File: config.mk
export PLATFORM = sky130hd
export DESIGN_NAME = ncep_cell
export DESIGN_NICKNAME = d
export VERILOG_FILES = /design/src/sv/ncep_pkg.sv /design/src/sv/ncep_cell.sv
export SDC_FILE = /design/constraint.sdc
export NUM_CORES = 1
export LEC_CHECK = 0
export BUFFER_PORTS_ARGS = -buffer_cell sky130_fd_sc_hd__buf_2
export CORE_AREA = 2 2 261 263
export CTS_CLUSTER_SIZE = 25
export DETAILED_ROUTE_END_ITERATION = 12
export DIE_AREA = 0 0 263 265
export HOLD_SLACK_MARGIN = 0.15
export PLACE_DENSITY = 0.46
export SLEW_MARGIN = 25
export SYNTH_ARGS = -nofsm -noshare
export SYNTH_HDL_FRONTEND = slang
export SYNTH_SLANG_ARGS = --single-unit
export TNS_END_PERCENT = 10
File: constraint.sdc
create_clock -name clk -period 19.4 [get_ports clk]
set_clock_uncertainty 0.15 [all_clocks]
set_input_delay 3.88 -clock clk [delete_from_list [all_inputs] [get_ports clk]]
set_output_delay 3.88 -clock clk [all_outputs]
set_load 0.01 [all_outputs]
File: src/sv/ncep_pkg.sv
`timescale 1ns / 1ps
// ----------------------------------------------------------------------------
// Nearest cover edge pool package
// Shared widths, codes, entry and control types for the pool and its cells.
// ----------------------------------------------------------------------------
package ncep_pkg;

  localparam int POOL_DEPTH_DEF = 128;
  localparam int COORD_W = 29;
  localparam int FLAGS_W = 7;
  localparam int DIST_W = 35;
  localparam int BUCKET_W = 4;
  localparam int READ_IDX_W = 7;
  localparam int COUNT_OUT_W = 8;
  localparam int CFG_IDX_W = 2;
  localparam logic [BUCKET_W-1:0] MIN_COVER_BUCKET = 4'd2;

  typedef enum logic [1:0] {
    ACT_CLEAR = 2'd0,
    ACT_OFFER = 2'd1,
    ACT_READ  = 2'd2
  } action_t;

  typedef enum logic [CFG_IDX_W-1:0] {
    REG_QUERY_X   = 2'd0,
    REG_QUERY_Y   = 2'd1,
    REG_QUERY_Z   = 2'd2,
    REG_RADIUS_SQ = 2'd3
  } reg_index_t;

  typedef enum logic [2:0] {
    ST_IDLE,
    ST_MID,
    ST_SQ,
    ST_SUM,
    ST_READ,
    ST_APPLY
  } state_t;

  typedef struct packed {
    logic signed [COORD_W-1:0] px;
    logic signed [COORD_W-1:0] py;
    logic signed [COORD_W-1:0] pz;
    logic [FLAGS_W-1:0]        flags;
    logic [DIST_W-1:0]         dist_sq;
  } entry_t;

  typedef struct packed {
    logic ins_en;
    logic rd_en;
  } cell_ctrl_t;

endpackage

File: src/sv/ncep_cell.sv
`timescale 1ns / 1ps
// ----------------------------------------------------------------------------
// Pool cell
// Holds one sorted entry, shifts right on insertion and forwards the read bus.
// ----------------------------------------------------------------------------
module ncep_cell #(
  parameter int POOL_DEPTH = ncep_pkg::POOL_DEPTH_DEF,
  parameter int CELL_IDX = 0,
  localparam int CNT_W = $clog2(POOL_DEPTH + 1),
  localparam int CMP_W = (CNT_W > ncep_pkg::READ_IDX_W) ? CNT_W : ncep_pkg::READ_IDX_W
) (
  input  logic                                 clk,
  input  ncep_pkg::cell_ctrl_t                 ctrl,
  input  logic [CNT_W-1:0]                     count,
  input  logic [ncep_pkg::READ_IDX_W-1:0]      read_index,
  input  ncep_pkg::entry_t                     new_entry,
  input  ncep_pkg::entry_t                     left_entry,
  input  logic                                 left_gt,
  input  ncep_pkg::entry_t                     left_bus,
  output ncep_pkg::entry_t                     entry,
  output logic                                 gt,
  output ncep_pkg::entry_t                     bus
);
  import ncep_pkg::*;

  logic occupied;
  logic at_end;
  logic take_new;
  logic hit;

  always_comb begin
    occupied = CNT_W'(CELL_IDX) < count;
    at_end = count == CNT_W'(CELL_IDX);
    gt = occupied && (entry.dist_sq > new_entry.dist_sq);
    take_new = (gt || at_end) && !left_gt;
    hit = CMP_W'(read_index) == CMP_W'(CELL_IDX);
  end

  always_ff @(posedge clk) begin
    if (ctrl.ins_en) begin
      if (left_gt) begin
        entry <= left_entry;
      end else if (take_new) begin
        entry <= new_entry;
      end
    end
    if (ctrl.rd_en) begin
      bus <= hit ? entry : left_bus;
    end
  end

endmodule

Word level (Yosys, flattened, before mapping)
Cells that the tools add are included.
{"block": "word_totals", "reg_bits": 258, "output_inout_bits": 259}
{"block": "op_classes", "order_cmp": 2, "mux": 3, "n_reduce_logical": 8}
{"operator": "two-way mux 129 bit", "n": 3}
{"operator": "greater-than comparator 35 bit", "n": 1}
{"operator": "zero test 8 bit", "n": 1}
{"operator": "< comparator 1 x 8 -> 1 bit (first input constant)", "n": 1}
{"operator": "zero test 7 bit", "n": 1}
{"operator": "logical AND 1 bit", "n": 2}
{"operator": "AND reduction 2 bit", "n": 1}
{"operator": "nonzero test 2 bit", "n": 1}
{"operator": "zero test 1 bit", "n": 1}
{"operator": "logical OR 1 bit", "n": 1}

Logic depth before layout (Yosys ltp)
{"block": "logic_depth", "depth_word": 6, "ltp_mapped": 7, "mapped_depth_nobuf": 7}

Worst setup path before layout
No wires, ideal clock.
{"block": "synth_timing", "path_kind": "input to register", "startpoint": "input new_entry[34] (netlist bit)", "endpoint": "register entry[0] (netlist bit) (enable)", "setup_ps": 659, "t_arrival_ps": 11478, "setup_slack_ps": 7113, "path_stages": 7, "cell_sequence": "inv_1 > ha_1 > nand4_1 > or4_4 > a211oi_1 > nor4_1 > a21oi_1"}
{"block": "synth_between", "elab_chain_cells": 6}
{"element": "start, declared", "line_no": "ncep_cell.sv:16", "rtl": "input ncep_pkg::entry_t new_entry,"}
{"element": "greater-than comparator 35 bit", "line_no": "ncep_cell.sv:34", "rtl": "gt = occupied && (entry.dist_sq > new_entry.dist_sq);"}
{"element": "logical AND 1 bit", "line_no": "ncep_cell.sv:34"}
{"element": "logical OR 1 bit", "line_no": "ncep_cell.sv:35", "rtl": "take_new = (gt || at_end) && !left_gt;"}
{"element": "logical AND 1 bit", "line_no": "ncep_cell.sv:35"}
{"element": "nonzero test 2 bit (no source line)"}
{"element": "AND reduction 2 bit (no source line)"}
{"element": "end signal, assigned", "line_no": "ncep_cell.sv:42", "rtl": "entry <= left_entry;"}
{"element": "end signal, assigned", "line_no": "ncep_cell.sv:44", "rtl": "entry <= new_entry;"}
{"element": "end, declared", "line_no": "ncep_cell.sv:20", "rtl": "output ncep_pkg::entry_t entry,"}
No other way between the ends.
A chain may end at the register's enable or synchronous reset.

Worst setup path after layout
{"block": "layout_timing", "startpoint": "input new_entry[6] (netlist bit)", "endpoint": "output gt"}
{"block": "layout_between", "elab_chain_cells": 2}
{"element": "greater-than comparator 35 bit", "line_no": "ncep_cell.sv:34"}
{"element": "logical AND 1 bit", "line_no": "ncep_cell.sv:34"}
{"element": "end, declared", "line_no": "ncep_cell.sv:21", "rtl": "output logic gt,"}
No other way between the ends.

==> results.py <==
metrics = {
    "status": {
        "outcome": "completed",
    },
    "worst_hold_path": {
        "worstHoldPathCells": 1,
        "min_from": "entry[60]",
        "holdCritPathClass": "reg2reg",
        "min_to": "bus[60]",
    },
    "cells_and_area": {
        "area_growth_pct": 46.3,
        "drive_gt1_share_pct": 66.1,
        "final_cell_mix": "buf_2 (662), edfxtp_1 (258), mux2_2 (223)",
        "fin_nets": 1838,
        "final_common_cell": "buf_2",
    },
    "timing": {
        "max_slew.worst_pin.slew_ns": 0.954,
        "slew_headroom_pct": 36.4,
        "slew_violations": 0,
        "finalSetupViolCount": 0,
        "hold_ws_ns": 0.422,
        "hold_violations": 0,
        "tns_ns": 0,
        "rsz0062_at_grt": "no",
        "fin_ws_ns": 9.42,
        "layout_min_cycle_time_ns": 9.98,
        "fin_crit_sh_pct": 51.4,
        "fmax_mhz": 100,
    },
    "synth": {
        "yosys.area.top_type": "edfxtp_1",
        "synth_area_mm2": 0.0117,
        "synth_cell_types": 26,
        "syn_inst": 723,
        "synth_edf_count": 258,
        "synth-async-reset-ratio_pct": 0,
        "synth_top_flop_cell": "edfxtp_1",
        "yosysSeqAreaShare_pct": 66.5,
        "ys_top_cells_by_area": "edfxtp_1 (66%), mux2_2 (22%), ha_1 (3.8%), o21ai_0 (1.7%), nand2_1 (1.4%)",
        "synth_warnings": 0,
        "synth_top_area_share_pct": 66.5,
        "synth-seq-cells": 258,
        "avgSynthCellArea_um2": 16.1,
        "synth_nets": 1164,
    },
    "critical_path": {
        "cp_cell_sequence": "buf_2, inv_1, ha_1, nand4_1, or4_1, a211oi_1, nor3_1, a21oi_1, buf_2",
        "critPathCaptureType": "primary output",
        "cp.required_ns": 15.37,
        "r2r_start": "entry[5]",
        "worstPathBufferInverterCount": 3,
        "slowest_stage": "or4_1",
        "start_kind": "input port",
        "regToRegSetupSlack_ns": 15.09,
        "cp_slowest_stage_delay_ns": 0.62,
        "arrival_ns": 5.95,
        "critPathTopFamily": "simple AND/OR/NAND/NOR gates",
        "crit_fanout": 3,
        "worstSetupPathType": "in2out",
        "regToRegEndpoint": "entry[120]",
        "reg2reg_depth": 7,
        "crit_top_cell": "buf_2",
    },
    "clock_tree": {
        "htreeDepth": 2,
        "cts_tree": "built",
        "clock-sinks": 258,
        "clk_pin_slew_worst_paths_ns": 0.05,
        "cts.repair.resized": 0,
        "cts.path.max_buffers": 3,
        "hold_buffers": 0,
        "cts_root_buffer": "clkbuf_16",
        "cts_buffers": 34,
        "clock_latency_ns": 0.53,
        "post_cts_buffers": 0,
    },
    "routing": {
        "vias": 8800,
        "wirelength_met1_um": 16400,
        "drtAntennaViolNets": 0,
        "first_iter_violations": 420,
        "drt_pass1_iterations": 4,
        "wl_met2_um": 22000,
        "drc": 0,
        "routedWlPerCell_um": 18.7,
        "wl_um": 42800,
        "wl_met3_um": 3180,
        "dr.max_layer_used": "met5",
        "via_per_inst": 3.84,
    },
    "die": {
        "num_rows": 95,
        "die_w_um": 263,
        "initial_core_util_pct": 17.4,
        "core_region_area_mm2": 0.0668,
        "ioPinCount": 665,
        "die-area_mm2": 0.0697,
        "chipHeight_um": 265,
    },
    "global_route": {
        "grt_pass1_vias": 9556,
        "gr-total-overflow": 0,
        "grt_pass1_wl_um": 61400,
        "antenna_found_initial": 5,
        "grt_usage_pct": 11.8,
        "grt_max_degree": 77,
    },
    "placement": {
        "gp_congestion": 0.833,
        "numPortBuffers": 664,
        "dp_slack_ns": 9.35,
        "dpl.hpwl_um": 33100,
    },
    "pwr": {
        "power_density_mw_per_mm2": 85.7,
        "ir_drop_v": 0.0000628,
        "p_leak_uw": 0.00726,
    },
    "run": {
        "drv_cap": 0,
    },
}
==> cells by family (layout without fill, tap and decap cells) <==
kind of cell	Yosys count	after routing	synth area share [%]
AO/OA/AOI/OAI	64	64	3.02
AND/OR/NAND/NOR	74	74	2.92
buffers and inverters	69	761	2.26
other	0	2	0
adder cells (fa/ha/maj)	35	35	3.76
flip-flops	258	258	66.5
multiplexers	223	223	21.6
==> worst register-to-register path, delay by kind of cell, from the launching register on <==
family                     cells  cell delay [ns]
AOI/OAI and AO/OA              2             1.04
adders and majority gates      1             0.40
buffers and inverters          1             0.73
DFF                            1             0.58
and+or+nand+nor                3             0.89
==> power breakdown <==
group / switching (µW) / leakage (µW) / internal, µW
clock: 241 / 0.000486 / 355
combinational: 96.7 / 0.00428 / 87.9
sequential: 19.3 / 0.00250 / 662
total: 357 / 0.00726 / 1100
==> state kept, by name (all words and copies together) (netlist names) <==
name / cells
bus: 129
entry: 129
==> metal layers <==
metal  vias up  GRT usage, %
met5         -             0
met3        69          3.81
met4         2          4.19
met2       384          21.1
li1       4126             -
met1      4219          13.0
==> worst max path at each step <==
stage / start / end / cells past startpoint
floorplan: new_entry[34] / entry[0] / 7
global placement: new_entry[6] / gt / 9
detailed placement: new_entry[6] / gt / 9
CTS: new_entry[6] / gt / 9
global route: new_entry[6] / gt / 9
finish: new_entry[6] / gt / 9
==> through the flow <==
stage	utilization (%)	power (µW)	cells	cell area [µm²]
global placement	24.0	880	2234	16000
floorplan	-	771	723	11700
CTS	25.5	1490	2288	17000
global route	25.5	1530	2288	17000
detailed placement	24.0	882	2234	16000
finish	25.5	1460	2290	17000
==> Yosys cell counts (all sizes together) (2+ instances only) <==
| master | n |
|---|---|
| nor3 | 4 |
| a221o | 2 |
| edfxtp | 258 |
| mux2 | 223 |
| inv | 37 |
| o21ai | 41 |
| a211oi | 3 |
| or4 | 2 |
| buf | 3 |
| nand2 | 44 |
| clkbuf | 29 |
| nor2 | 3 |
| ha | 35 |
| a21oi | 13 |
| a21o | 2 |
| nor4 | 5 |
| nand3 | 5 |
| nand4 | 8 |
==> area by class of cell <==
cell class                      count  area, µm²
Antenna cell                        2       5.00
Multi-Input combinational cell    396       3670
Timing Repair Buffer              670       3380
Fill cell                        7105      49800
Sequential cell                   258       7750
Clock inverter                      9       96.3
Clock buffer                       45        913
Inverter                           37        139
Tap cell                          873       1090
(Power assumes the default switching activity.)
